$ cat config.mk
export PLATFORM = sky130hd
export DESIGN_NAME = gn3o_ctrl
export DESIGN_NICKNAME = d
export VERILOG_FILES = /design/src/design/gn3o_pkg.sv /design/src/design/gn3o_ctrl.sv
export SDC_FILE = /design/constraint.sdc
export NUM_CORES = 1
export LEC_CHECK = 0
export ABC_AREA = 1
export ABC_CLOCK_PERIOD_IN_PS = 2120
export BUFFER_PORTS_ARGS = -buffer_cell sky130_fd_sc_hd__buf_2
export CAP_MARGIN = 20
export CORE_ASPECT_RATIO = 1.4
export CORE_MARGIN = 5
export CORE_UTILIZATION = 52
export DETAILED_ROUTE_END_ITERATION = 7
export GPL_TIMING_DRIVEN = 1
export PLACE_DENSITY = 0.91
export SYNTH_ARGS = -nofsm -noshare
export SYNTH_HDL_FRONTEND = slang
export SYNTH_SLANG_ARGS = --single-unit
$ cat constraint.sdc
create_clock -name clock -period 2.12 [get_ports clock]
set_input_delay 0 -clock clock [delete_from_list [all_inputs] [get_ports clock]]
set_output_delay 0 -clock clock [all_outputs]
set_load 0.005 [all_outputs]
$ cat src/design/gn3o_pkg.sv
// Shared types, constants and arithmetic helpers for the 3D gradient noise block.
// Used by the controller, the datapath, the top level and the checker.
package gn3o_pkg;

   localparam int FRAC_BITS  = 16;
   localparam int VAL_W      = 26;
   localparam int ACC_EXTRA  = 31;
   localparam int ACC_W      = 53;
   localparam int OUT_W      = 20;
   localparam int IDX_W      = 8;
   localparam int TABLE_SIZE = 256;
   localparam int OCT_W      = 5;
   localparam int COORD_W    = 32;
   localparam int MODE_W     = 2;
   localparam int STEP_W     = 5;

   typedef logic signed [VAL_W-1:0]   val_type;
   typedef logic signed [2*VAL_W-1:0] prod_type;
   typedef logic signed [ACC_W-1:0]   acc_type;

   localparam val_type ONE      = val_type'(64'sd1 << FRAC_BITS);
   localparam val_type TEN_ONE  = val_type'(64'sd10 << FRAC_BITS);
   localparam val_type FIFT_ONE = val_type'(64'sd15 << FRAC_BITS);
   localparam acc_type OUT_MAX  = acc_type'((64'sd1 << (OUT_W - 1)) - 64'sd1);
   localparam acc_type OUT_MIN  = acc_type'(-(64'sd1 << (OUT_W - 1)));

   typedef enum logic [MODE_W-1:0] {
      MODE_LOAD    = 2'd0,
      MODE_SAMPLE  = 2'd1,
      MODE_FRACTAL = 2'd2,
      MODE_UNUSED  = 2'd3
   } mode_type;

   typedef enum logic [1:0] {
      CS_IDLE,
      CS_RUN,
      CS_OUT
   } ctrl_state_type;

   typedef enum logic [STEP_W-1:0] {
      ST_R0  = 5'd0,
      ST_R1  = 5'd1,
      ST_R2  = 5'd2,
      ST_R3  = 5'd3,
      ST_R4  = 5'd4,
      ST_R5  = 5'd5,
      ST_R6  = 5'd6,
      ST_R7  = 5'd7,
      ST_R8  = 5'd8,
      ST_R9  = 5'd9,
      ST_R10 = 5'd10,
      ST_R11 = 5'd11,
      ST_R12 = 5'd12,
      ST_R13 = 5'd13,
      ST_R14 = 5'd14,
      ST_LA  = 5'd15,
      ST_LB  = 5'd16,
      ST_LC  = 5'd17,
      ST_LD  = 5'd18,
      ST_LE  = 5'd19,
      ST_LF  = 5'd20,
      ST_LG  = 5'd21,
      ST_ACC = 5'd22,
      ST_NOP = 5'd23
   } step_type;

   typedef struct packed {
      logic             load;
      logic             zero_z;
      logic             clear_acc;
      logic             mem_we;
      logic             run;
      step_type         step;
      logic             dbl;
      logic [OCT_W-1:0] octave;
      logic             out_load;
   } dp_cmd_type;

   // Shift a product back to the working fraction, rounding half up.
   function automatic val_type round_frac(input prod_type p);
      prod_type w;
      w = p + (prod_type'(1) <<< (FRAC_BITS - 1));
      return val_type'(w >>> FRAC_BITS);
   endfunction

   function automatic val_type grad(input logic [3:0] h, input val_type dx,
                                    input val_type dy, input val_type dz);
      val_type u;
      val_type v;
      val_type su;
      val_type sv;
      u  = (h < 4'd8) ? dx : dy;
      v  = (h < 4'd4) ? dy : ((h == 4'd12 || h == 4'd14) ? dx : dz);
      su = h[0] ? -u : u;
      sv = h[1] ? -v : v;
      return su + sv;
   endfunction

endpackage

$ cat src/design/gn3o_ctrl.sv
// Controller for the gradient noise block: transaction handshake, step sequencer,
// octave loop and the octave count register. Depends on gn3o_pkg.
module gn3o_ctrl import gn3o_pkg::*; (
   input  logic              clock,
   input  logic              reset,
   input  logic              req_valid,
   input  logic [MODE_W-1:0] req_mode,
   output logic              req_stall,
   input  logic              csr_wr_en,
   input  logic [OCT_W-1:0]  csr_wr_data,
   output logic              rsp_valid,
   input  logic              rsp_stall,
   output dp_cmd_type        cmd
);

   ctrl_state_type   state_ff, state_in;
   step_type         step_ff, step_in;
   logic [OCT_W-1:0] k_ff, k_in;
   logic [OCT_W-1:0] count_ff;
   logic             fractal_ff, fractal_in;
   logic             rsp_valid_ff, rsp_valid_in;
   logic             accept;

   assign accept    = req_valid && (state_ff == CS_IDLE);
   assign req_stall = (state_ff != CS_IDLE);
   assign rsp_valid = rsp_valid_ff;

   always_ff @(posedge clock) begin
      if (reset) begin
         state_ff     <= CS_IDLE;
         step_ff      <= ST_NOP;
         k_ff         <= '0;
         fractal_ff   <= 1'b0;
         rsp_valid_ff <= 1'b0;
         count_ff     <= OCT_W'(1);
      end else begin
         state_ff     <= state_in;
         step_ff      <= step_in;
         k_ff         <= k_in;
         fractal_ff   <= fractal_in;
         rsp_valid_ff <= rsp_valid_in;
         if (csr_wr_en) begin
            count_ff <= csr_wr_data;
         end
      end
   end

   always_comb begin
      state_in     = state_ff;
      step_in      = step_ff;
      k_in         = k_ff;
      fractal_in   = fractal_ff;
      rsp_valid_in = rsp_valid_ff && rsp_stall;
      cmd          = '0;
      cmd.step     = ST_NOP;
      cmd.octave   = k_ff;
      case (state_ff)
         CS_IDLE: begin
            if (accept) begin
               case (req_mode)
                  MODE_LOAD: begin
                     cmd.mem_we = 1'b1;
                  end
                  MODE_SAMPLE: begin
                     cmd.load      = 1'b1;
                     cmd.clear_acc = 1'b1;
                     k_in          = '0;
                     fractal_in    = 1'b0;
                     step_in       = ST_R0;
                     state_in      = CS_RUN;
                  end
                  MODE_FRACTAL: begin
                     cmd.load      = 1'b1;
                     cmd.zero_z    = 1'b1;
                     cmd.clear_acc = 1'b1;
                     k_in          = '0;
                     fractal_in    = 1'b1;
                     step_in       = ST_R0;
                     state_in      = (count_ff == '0) ? CS_OUT : CS_RUN;
                  end
                  default: begin
                  end
               endcase
            end
         end
         CS_RUN: begin
            cmd.run  = 1'b1;
            cmd.step = step_ff;
            if (step_ff == ST_ACC) begin
               if (fractal_ff && ((6'(k_ff) + 6'd1) < 6'(count_ff))) begin
                  cmd.dbl = 1'b1;
                  k_in    = k_ff + OCT_W'(1);
                  step_in = ST_R0;
               end else begin
                  state_in = CS_OUT;
               end
            end else begin
               step_in = step_type'(step_ff + STEP_W'(1));
            end
         end
         CS_OUT: begin
            if (!rsp_valid_ff || !rsp_stall) begin
               cmd.out_load = 1'b1;
               rsp_valid_in = 1'b1;
               state_in     = CS_IDLE;
            end
         end
         default: begin
            state_in = CS_IDLE;
         end
      endcase
   end

endmodule

[Word level (Yosys, flattened, before mapping)]
Index checks and enable logic that the tools add are counted.
Storage, ports and cells
  register bits: 19
  bits of input ports: 12
  output and inout port bits: 19
  word-level logic and storage cells: 68
Cells by class
  $add $sub $neg: 3
  magnitude comparators: 1
  equality and inequality tests: 13
  muxes and demuxes: 28
  reduce and logical (&&, ||, !) cells: 17
Operators with widths (count)
  $mux W5: 6
  $pmux W5 S2: 2
  $ne A2 B2 Y1 const B: 6
  $add A5 B1 Y5 const B: 2
  $mux W2: 5
  $reduce_and A5 Y1: 2
  $mux W1: 9
  $mux W4: 2
  $mux W7: 1
  $add A5 B1 Y6 const B: 1
  $lt A6 B5 Y1: 1
  $pmux W2 S3: 1
  $reduce_bool A2 Y1: 3
  $eq A5 B5 Y1 const B: 1
  $logic_not A5 Y1: 1
  $eq A2 B1 Y1 const B: 2
  $eq A2 B2 Y1 const B: 2
  $logic_not A2 Y1: 2
  $pmux W2 S2: 1
  $reduce_and A4 Y1: 1
  $logic_and A1 B1 Y1: 3
  $ne A3 B1 Y1 const B: 1
  $ne A3 B3 Y1 const B: 1
  $reduce_and A3 Y1: 1
  4 further kinds: 5

[Logic depth before layout (Yosys ltp)]
Gate-level depths: netlist of run 1.
  depth in word-level cells: 6
  gate-level depth with buffers: 15

[Worst setup path after synthesis of run 1]
No wires, ideal clock.
  path kind: register to register
  from: reg k_ff[0]
  to: reg step_ff[4]
  setup time: 0.117 ns
  data arrival time: 1.706 ns
  data required time: 2.003 ns
  path slack: 0.297 ns
  stages on the path, launching flop included: 14
  period minus slack after synthesis: 1.823 ns
  path through: dfxtp_1 inv_1 nor2_1 xnor2_1 inv_1 ha_1 a21oi_1 nand2_2 nand2_2 nand2_2 nand2_2 nand2_4 a21oi_1 nand2_1
Between the ends
  cells in the longest elaborated chain, start to end: 5
Ends and longest elaborated chain
  from (decl): line gn3o_ctrl.sv:18  | logic [OCT_W-1:0] k_ff, k_in;
  from (signal assigned): line gn3o_ctrl.sv:39  | k_ff <= k_in;
  $add A5 B1 Y6: line gn3o_ctrl.sv:90  | if (fractal_ff && ((6'(k_ff) + 6'd1) < 6'(count_ff))) begin
  $lt A6 B5 Y1: line gn3o_ctrl.sv:90
  $logic_and A1 B1 Y1: line gn3o_ctrl.sv:90
  $ne A3 B3 Y1 (no line)
  $reduce_and A4 Y1 (no line)
  to (signal assigned): line gn3o_ctrl.sv:38  | step_ff <= step_in;
  to (decl): line gn3o_ctrl.sv:17  | step_type step_ff, step_in;
No other way between the ends.
A chain may end at the register's enable or synchronous reset.

==> summary.md, run 1 <==
| Metric | Value |
|---|---|
| DR WL/cell | `12.8 um` |
| Die Wd | `50.7 um` |
| Port buffer count | `30` |
| CP Data Arrival Time | `2010 ps` |
| Least-Margin Pin Slew | `359 ps` |
| CP max FO | `6` |
| Post-route DRC | `0` |
| Max clock buf depth | `2` |
| Yosys top cell by area | `dfxtp_1` |
| Mapped Cells | `167` |
| GRT Util Overall | `17.4%` |
| HPWL Detailed | `2.08 mm` |
| Register area | `387 um2` |
| Setup CP Type | `reg -> out` |
| Slew Viols, Final | `0` |
| Drt pass-1 iters | `4` |
| Ys flop type | `dfxtp_1` |
| Initial antenna violation count | `0` |
| Pwr per Cell Area | `575 mW/mm2` |
| N_diodes | `0` |
| Post-route ant nets | `0` |
| Leakage | `0.739 nW` |
| Ys Warns | `0` |
| Slew HR | `76.0%` |
| DIE AREA | `0.00340 mm2` |
| Drt via density | `5.31` |
| CTS Root Cell | `clkbuf_4` |
| Share of layout cells above drive strength 1 | `30.1%` |
| Largest cells by area after synthesis | `dfxtp_1, ha_1, inv_1` |
| # IOs | `31` |
| Total of fill cells in the finished design | `187` |
| 1st-iter DRT viols | `11` |
| Clk Latency, worst-skew pair | `300 ps` |
| Critical path endpoint category | `output pin` |
| Non-filler instance count after layout | `228` |
| Layout Nets | `229` |
| Post-synthesis cell area | `0.00121 mm2` |
| Max Fclk | `498 MHz` |
| Placed Cells incl. Taps | `215` |
| Final Hold Violating Endpoints | `1` |
| CTS buffer count | `3` |
| Area of the multi-input gates | `731 um2` |
| Failing checks | `negative hold slack` |
| Die height | `67.0 um` |
| Grt ovf | `0` |
| Worst EP required | `2120 ps` |
| Async SR Flop Fraction | `0%` |
| Setup violations, final | `0` |
| Vias in the first global route | `1170` |
| End-of-flow core utilization | `69.1%` |
| Number of synthesized flops with an enable pin | `0` |
| Tcrit/Tclk final | `94.7%` |
| Critical path launch point type | `flop` |
| Mean Syn Cell Area | `7.24 um2` |
| WHS | `-6.84 ps` |
| Sinks on Clock Net | `19` |
| Number of synthesized register bits | `19` |
| Core Area | `0.00220 mm2` |
| Final WL | `2.92 mm` |
| RD Place Congestion | `0.810` |
| Worst VDD drop | `439 uV` |
| Via count | `1211` |
| Share of the synthesized area in the top cell type | `31.5%` |
| CTS clk-pin slew, worst paths | `110 ps` |
| CTS tree | `done` |
| Seq/Total Area, Yosys | `31.5%` |
| Tmin final | `2010 ps` |
| Initial Utilization | `54.9%` |
| Synthesis-to-finish area growth | `26.0%` |
| First-pass GRT wire length | `4.66 mm` |
| Post-synth cell types | `29` |
| Outcome | `finished, violations left` |
| CTS H-Tree Depth | `1` |
| Pin count of the biggest net entering global routing | `15` |
| Max-cap violation count | `0` |
| R2R setup slack | `180 ps` |
| Row cnt | `20` |
| Clk_skew | `2.63 ps` |
| Mapped Nets | `189` |
| Hold crit path type | `in -> reg` |
-- cells in the final DEF, fill, tap and decap left out, types with 4 or more instances in the layout --
cell,instances
buf_2,30
inv_1,24
nand2_1,21
dfxtp_1,16
nand3_1,13
a21oi_1,13
nor2_1,12
ha_1,9
nand4_1,7
dlygate4sd3_1,7
nand2_2,6
inv_2,5
o21ai_0,4
o211ai_1,4
-- Yosys cell counts, types with 2 or more instances --
cell type,n
inv_1,24
nand2_1,21
dfxtp_1,19
a21oi_1,14
nand3_1,13
nor2_1,13
ha_1,10
nand2_2,7
nand4_1,7
inv_2,5
o211ai_1,4
o21ai_0,4
xnor2_1,3
xor2_1,3
buf_2,2
clkinv_1,2
nor3_1,2
o21ai_1,2
or2_2,2
-- timing repair --
item | CTS | global route
pin swaps | 0 | 0
endpoints found under the hold margin | 10 | 0
cloned | 0 | 0
buffers inserted | 0 | 2
resized for setup | 4 | 6
endpoints found under the setup margin | 1 | 2
hold buffers | 7 | 0
-- layout make-up --
class / count / share of cell area, %
Multi-Input combinational cell: 113 / 48.0
Timing Repair Buffer: 39 / 15.4
Clock buffer: 4 / 1.73
Sequential cell: 19 / 25.4
Tap cell: 22 / 1.81
Inverter: 31 / 7.64
-- kinds of logic (layout without fill, tap and decap cells) --
logic type      after synthesis  after routing  share of synthesized area [%]
flops                        19             19                           31.5
compound gates               27             27                           13.5
xor+xnor                      6              6                           4.35
fa+ha+maj                    10             10                           10.4
buf+inv                      35             74                           11.4
simple gates                 70             70                           29.0
-- routing by layer --
metal,up-vias,global-route usage (%),share of wire [%]
li1,621,-,-
met3,7,2.24,4.4
met4,0,7.35,1.9
met2,28,33.2,54
met1,555,18.2,40
met5,-,0,0
-- worst paths after layout --
path	startpoint	to	depth (start not counted)
setup / recovery	k_ff[0]$_SDFFE_PP0P_	cmd[6]	8
hold / removal	csr_wr_data[2]	count_ff[2]$_SDFFE_PP0P_	3
setup reg to reg	k_ff[0]$_SDFFE_PP0P_	k_ff[2]$_SDFFE_PP0P_	9
hold reg to reg	fractal_ff$_SDFFE_PP0P_	fractal_ff$_SDFFE_PP0P_	2
-- power breakdown --
group	internal [mW]	switching, mW	total, mW
combinational	0.108	0.163	0.271
clock	0.0734	0.118	0.191
sequential	0.385	0.0288	0.414
total	0.566	0.309	0.876
-- sequential cells by signal, indices dropped and copies added, names as in the netlist --
signal,cells
count_ff,5
fractal_ff,1
k_ff,5
rsp_valid,1
state_ff,2
step_ff,5
-- critical path, cell delays in order, from the launching register on --
cell and delay (ps):
dfxtp_4 400, ha_1 210, nand3_1 110, xnor2_1 260, ha_1 350, nand2_4 120
nand4_4 80, inv_1 80, buf_2 100
-- through the flow --
stage	power (mW)	area (um2)	setup WS [ps]	setup TNS, ps	hold slack (ps)
after floorplan	0.606	1210	297	0	122
after global placement	0.664	1370	164	0	207
after detailed placement	0.671	1370	110	0	224
after CTS	0.863	1480	15.1	0	5.52
after global routing	0.923	1520	-10.8	-10.8	14.5
final	0.876	1520	111	0	-6.84
No activity file was read; power rests on OpenSTA's default activity.
==> run 2, diff against run 1 <==
BUFFER_PORTS_ARGS = -buffer_cell sky130_fd_sc_hd__clkbuf_2   (was -buffer_cell sky130_fd_sc_hd__buf_2)
==> run 2 against run 1 <==
  * The run now ends clean
  * Critical endpoint unchanged
  * Largest cell class unchanged
  * Via count grew 5.3%
  * Clock power about the same
  * Clock-buffer cell count is 1 lower
  * Worst setup slack worse by 45 ps
  * Largest power group unchanged
  * Flip-flop and latch count is the same
==> summary.md, run 2 (synthesis gave the netlist of run 1 again) <==
| Metric | Value |
|---|---|
| Die height | `67.0 um` |
| Die Wd | `50.7 um` |
| 1st-iter DRT viols | `26` |
| Critical Path Source | `k_ff[0]$_SDFFE_PP0P_` |
| Hold crit path type | `in -> reg` |
| Least-Margin Pin Slew | `378 ps` |
| Post-route cell area | `0.00155 mm2` |
| Synthesis-to-finish area growth | `28.3%` |
| R2R setup slack | `100 ps` |
| Worst Hold Depth | `3` |
| Biggest regs | `count_ff: 5 flops, k_ff: 5 flops, step_ff: 5 flops` |
| GRT Util Overall | `18.8%` |
| Initial antenna violation count | `0` |
| Max-cap violation count | `0` |
| Critical path endpoint category | `output pin` |
| Clk_skew | `6.99 ps` |
| Row cnt | `20` |
| Beginning of the worst hold path | `csr_wr_data[2]` |
| # IOs | `31` |
| Non-filler instance count after layout | `231` |
| Post-route DRC | `0` |
| Critical path launch point type | `flop` |
| CP max FO | `5` |
| Final WL | `3.18 mm` |
| Highest-count cells in the layout ignoring fill and taps | `clkbuf_2, inv_1, nand2_1, dfxtp_1, nand3_1` |
| Worst hold endpoint | `count_ff[2]$_SDFFE_PP0P_` |
| Max Fclk | `487 MHz` |
| Drt pass-1 iters | `6` |
| Via count | `1275` |
| Slew HR | `74.8%` |
| Setup TNS | `0 ps` |
| Setup violations, final | `0` |
| Tcrit/Tclk final | `96.9%` |
| Drt via density | `5.52` |
| Worst VDD drop | `392 uV` |
| Reg-to-reg endpoint | `k_ff[2]$_SDFFE_PP0P_` |
| CTS tree | `done` |
| Post-route ant nets | `0` |
| First-pass GRT wire length | `4.97 mm` |
| Worst EP required | `2120 ps` |
| Register area | `389 um2` |
| CTS Root Cell | `clkbuf_4` |
| Placed Cells incl. Taps | `215` |
| Clk Latency, worst-skew pair | `310 ps` |
| CTS H-Tree Depth | `1` |
| Area of the multi-input gates | `729 um2` |
| Commonest non-fill, non-tap cell in the layout | `clkbuf_2` |
| Total of fill cells in the finished design | `188` |
| Worst r2r path cells | `12` |
| Tmin final | `2050 ps` |
| Outcome | `complete, no violations` |
| DP Area | `0.00137 mm2` |
| N_diodes | `0` |
| RD Place Congestion | `0.812` |
| DR WL/cell | `13.8 um` |
| Grt ovf | `0` |
| CTS buffer count | `3` |
| Vias in the first global route | `1195` |
| Initial Utilization | `54.9%` |
| DIE AREA | `0.00340 mm2` |
| Max clock buf depth | `2` |
| Critical R2R Launch | `k_ff[0]$_SDFFE_PP0P_` |
| Share of layout cells above drive strength 1 | `31.6%` |
| HPWL Detailed | `2.16 mm` |
| Leakage | `0.750 nW` |
| Layout Nets | `232` |
| Core Area | `0.00220 mm2` |
| CP Data Arrival Time | `2050 ps` |
| Pwr per Cell Area | `566 mW/mm2` |
| Final Hold Violating Endpoints | `0` |
| WHS | `12.8 ps` |
| Port buffer count | `30` |
| Slew Viols, Final | `0` |
| Sinks on Clock Net | `19` |
| Setup CP Type | `reg -> out` |
| Pin count of the biggest net entering global routing | `15` |
| CTS clk-pin slew, worst paths | `110 ps` |
-- run 2: per-layer routing --
metal | global-route usage (%) | share of wire [%] | vias up
met2 | 34.9 | 54 | 44
met1 | 19.8 | 38 | 593
met4 | 9.90 | 3.2 | 0
met5 | 0 | 0 | -
met3 | 2.24 | 5.0 | 11
li1 | - | - | 627
-- run 2: cell type report --
type | count | share of cell area (%)
clock buffers | 3 | 1.45
clock inverters | 1 | 0.323
inverters | 31 | 7.51
multi-input cells | 113 | 47.1
flip-flops and latches | 19 | 25.1
well taps | 22 | 1.78
repair buffers | 42 | 16.8
-- run 2: repair_timing --
action | CTS | global route
resized for setup | 5 | 6
setup endpoints to repair | 1 | 10
hold buffers | 8 | 0
setup buffers | 0 | 4
hold endpoints to repair | 7 | 0
-- run 2: how the worst max path moves through the flow --
| stage | endpoint | slack (ps) | depth (start not counted) |
|---|---|---|---|
| 2_1_floorplan | step_ff[4]$_SDFFE_PP1P_ | 300 | 13 |
| 3_3_place_gp | step_ff[4]$_SDFFE_PP1P_ | 160 | 13 |
| 3_5_place_dp | k_ff[2]$_SDFFE_PP0P_ | 80 | 11 |
| 4_1_cts | cmd[6] | 10 | 11 |
| 5_1_grt | cmd[6] | -60 | 13 |
| 6_report | cmd[6] | 70 | 11 |
-- run 2: metrics by stage --
stage	util [%]	power [mW]	setup WS, ps
global route	70.4	0.931	-57.4
detailed placement	62.0	0.674	75.1
CTS	67.6	0.869	10.3
finish	70.4	0.878	66.1
floorplan	-	0.606	297
global placement	62.0	0.664	163
-- run 2: power by group --
group	leakage, nW	internal [mW]	switching [mW]	total, mW
Clock	0.0177	0.0705	0.118	0.189
Combinational	0.574	0.109	0.167	0.276
Sequential	0.158	0.384	0.0290	0.413
-- run 2: worst max-delay path, stage by stage, from the launching register on --
cell and delay, ps:
dfxtp_4 380, ha_1 240, xor2_2 170, ha_1 270, nand2_1 70, clkinv_1 60, nand2_1 90, nand2_2 90
nand2_2 110, nand4_4 80, inv_1 80, clkbuf_2 100
==> run 3, diff against run 2 <==
ABC_AREA = unset   (was 1)
==> run 3 against run 2 <==
  * The flow now finishes with violations (negative setup slack)
  * Combinational power fell by 33%
  * Global-route usage rose by 1.8 points
  * Area after synthesis fell by 1.8%
  * Clock skew fell by 2.7 ps
==> summary.md, run 3 <==
| Metric | Value |
|---|---|
| Synth Area in Adders | `10.5%` |
| Core Area | `0.00218 mm2` |
| Mapped Cells | `140` |
| Largest cells by area after synthesis | `dfxtp_1, ha_1, mux2i_1` |
| Layout Nets | `208` |
| Row cnt | `20` |
| Share of the synthesized area in the top cell type | `32.0%` |
| Mux share of post-synthesis cell area | `5.90%` |
| Vias in the first global route | `1289` |
| Failing checks | `negative setup slack` |
| Worst EP required | `2310 ps` |
| Clk Latency, worst-skew pair | `300 ps` |
| Crit-path leading delay family | `compound AO/OA/AOI/OAI gates` |
| Post-route cell area | `0.00157 mm2` |
| WHS | `60.6 ps` |
| Slew HR | `76.1%` |
| Setup TNS | `-776 ps` |
| CP Data Arrival Time | `2460 ps` |
| Initial Utilization | `54.5%` |
| Yosys top cell by area | `dfxtp_1` |
| Placed Cells incl. Taps | `195` |
| Slew Viols, Final | `0` |
| Post-route DRC | `0` |
| Setup CP Type | `reg -> reg` |
| Critical path endpoint category | `flop` |
| Setup violations, final | `8` |
| Grt ovf | `0` |
| GRT Util Overall | `20.6%` |
| CTS Root Cell | `clkbuf_4` |
| Leakage | `0.758 nW` |
| Mapped Nets | `162` |
| Max Fclk | `439 MHz` |
| Synth Area in XOR/XNOR | `2.21%` |
| CTS H-Tree Depth | `1` |
| Switching Fraction | `31.2%` |
| Max clock buf depth | `2` |
| Number of synthesized register bits | `19` |
| RD Place Congestion | `0.865` |
| Seq/Total Area, Yosys | `32.0%` |
| Ys flop type | `dfxtp_1` |
| CTS tree | `done` |
| Seq pwr share | `52.2%` |
| Commonest non-fill, non-tap cell in the layout | `clkbuf_2` |
| Compound-gate portion of the synthesized area | `17.7%` |
| Hold crit path type | `in -> reg` |
| Share of layout cells above drive strength 1 | `32.4%` |
| DR WL/cell | `15.1 um` |
| Comb power frac | `23.9%` |
| Mean Syn Cell Area | `8.48 um2` |
| RSZ-0062 raised after global routing | `yes` |
| Internal power | `0.532 mW` |
| # IOs | `31` |
| Worst VDD drop | `506 uV` |
| HPWL Detailed | `2.42 mm` |
| Final Hold Violating Endpoints | `0` |
| Max-cap violation count | `0` |
| Non-filler instance count after layout | `207` |
| Die height | `66.5 um` |
| Post-route ant nets | `0` |
| NetSw | `0.242 mW` |
| Tcrit/Tclk final | `107%` |
| Clk_skew | `4.32 ps` |
| Synthesis-to-finish area growth | `32.2%` |
| Least-Margin Pin Slew | `357 ps` |
| Post-synthesis cell area | `0.00119 mm2` |
| Total chip power | `0.774 mW` |
| Post-synth cell types | `43` |
| Ys Warns | `0` |
| CTS clk-pin slew, worst paths | `110 ps` |
| 1st-iter DRT viols | `21` |
| CP max stage delay | `380 ps` |
| Initial antenna violation count | `0` |
| First-pass GRT wire length | `5.40 mm` |
| Pin count of the biggest net entering global routing | `17` |
| Drt via density | `5.92` |
| Port buffer count | `30` |
| Number of synthesized flops with an enable pin | `0` |
| CTS buffer count | `3` |
| CP max FO | `5` |
| Via count | `1225` |
| Sinks on Clock Net | `19` |
| DP Area | `0.00144 mm2` |
| Clk pwr share | `23.9%` |
| Pwr per Cell Area | `493 mW/mm2` |
| Critical path launch point type | `flop` |
| N_diodes | `0` |
| Top cells by count, synth | `dfxtp_1, inv_1, nand2_1` |
| Outcome | `finished, violations left` |
| Final setup margin | `-156 ps` |
| Biggest regs | `count_ff: 5 flops, k_ff: 5 flops, step_ff: 5 flops` |
| Async SR Flop Fraction | `0%` |
| Die Wd | `50.4 um` |
| DIE AREA | `0.00335 mm2` |
| Main combinational cell family by area after synthesis | `simple AND/OR/NAND/NOR gates` |
| Critical path's slowest cell | `dfxtp_4` |
| Drt pass-1 iters | `4` |
| Final WL | `3.12 mm` |
| Count leader, synth | `dfxtp_1` |
| Simple-gate share of the synthesized area | `25.9%` |
| Crit path buf inv count | `1` |
| Critical-path cell list | `ha_4, xor2_1, ha_2, or3_1, o22a_2, a211oi_4, buf_4, nor2_4, a311o_1` |
| Tmin final | `2280 ps` |
| Highest-count cells in the layout ignoring fill and taps | `clkbuf_2, dfxtp_1, inv_1, nand2_1, nor2_1` |
-- run 3: changes by cell type after synthesis, moves of 5 or more --
cell / previous run / this run
nand2_2: 7 / 0
nand2b_1: 0 / 5
mux2i_1: 0 / 7
nand4_1: 7 / 1
nand2_1: 21 / 12
inv_2: 5 / 0
inv_1: 24 / 12
a21oi_1: 14 / 5
-- run 3: worst min-delay path, cell delays in order --
cell	delay, ps
clkbuf_2	170
mux2i_1	100
nand2_1	60
-- run 3: repair_timing --
| action | 4_1_cts | 5_1_grt |
|---|---|---|
| endpoints found under the setup margin | 8 | 12 |
| endpoints found under the hold margin | 6 | 0 |
| hold buffers | 6 | 0 |
| gates resized for setup | 3 | 4 |
| pin swaps | 4 | 4 |
| setup buffers | 2 | 0 |
-- run 3: final cells by class --
class | count | area [um2]
flip-flops and latches | 19 | 389
fillers | 162 | 607
repair buffers | 45 | 284
clock inverters | 1 | 5.00
multi-input cells | 104 | 793
well taps | 22 | 27.5
clock buffers | 3 | 22.5
inverters | 13 | 48.8
-- run 3: per-layer routing --
layer	GRT usage, %	part of all wire, %	vias up
met2	39.3	55	37
met5	0	0	-
met1	20.0	37	584
li1	-	-	590
met3	3.58	3.8	14
met4	11.8	4.0	0
-- run 3: stage by stage --
step / util (%) / setup slack, ps
final: 72.1 / -156
after global routing: 72.1 / -254
after CTS: 71.3 / -153
after detailed placement: 65.9 / -110
after global placement: 65.9 / -31.1
after floorplan: - / -27.4
-- run 3: power groups by stage --
stage / registers [mW] / clock network, mW / logic (mW)
final: 0.404 / 0.185 / 0.185
after global routing: 0.409 / 0.206 / 0.207
after global placement: 0.410 / 0 / 0.164
after detailed placement: 0.412 / 0 / 0.171
after CTS: 0.404 / 0.187 / 0.182
after floorplan: 0.405 / 0 / 0.123
-- run 3: worst paths after layout --
path,startpoint,end,slack (ps),cells after the start
worst max-delay path,k_ff[0]$_SDFFE_PP0P_,k_ff[2]$_SDFFE_PP0P_,-160,9
worst max register to register,k_ff[0]$_SDFFE_PP0P_,k_ff[2]$_SDFFE_PP0P_,-160,9
worst min-delay path,csr_wr_en,count_ff[0]$_SDFFE_PP1P_,60,3
worst min register to register,fractal_ff$_SDFFE_PP0P_,fractal_ff$_SDFFE_PP0P_,480,2
-- run 3: cells by family (layout without fill, tap and decap cells) --
| family | count (synthesis) | in the layout |
|---|---|---|
| AND/OR/NAND/NOR | 57 | 57 |
| AO/OA/AOI/OAI | 27 | 27 |
| flip-flops | 19 | 19 |
| buffers and inverters | 17 | 62 |
| adder cells (fa/ha/maj) | 10 | 10 |
| multiplexers | 7 | 7 |
| XOR/XNOR | 3 | 3 |
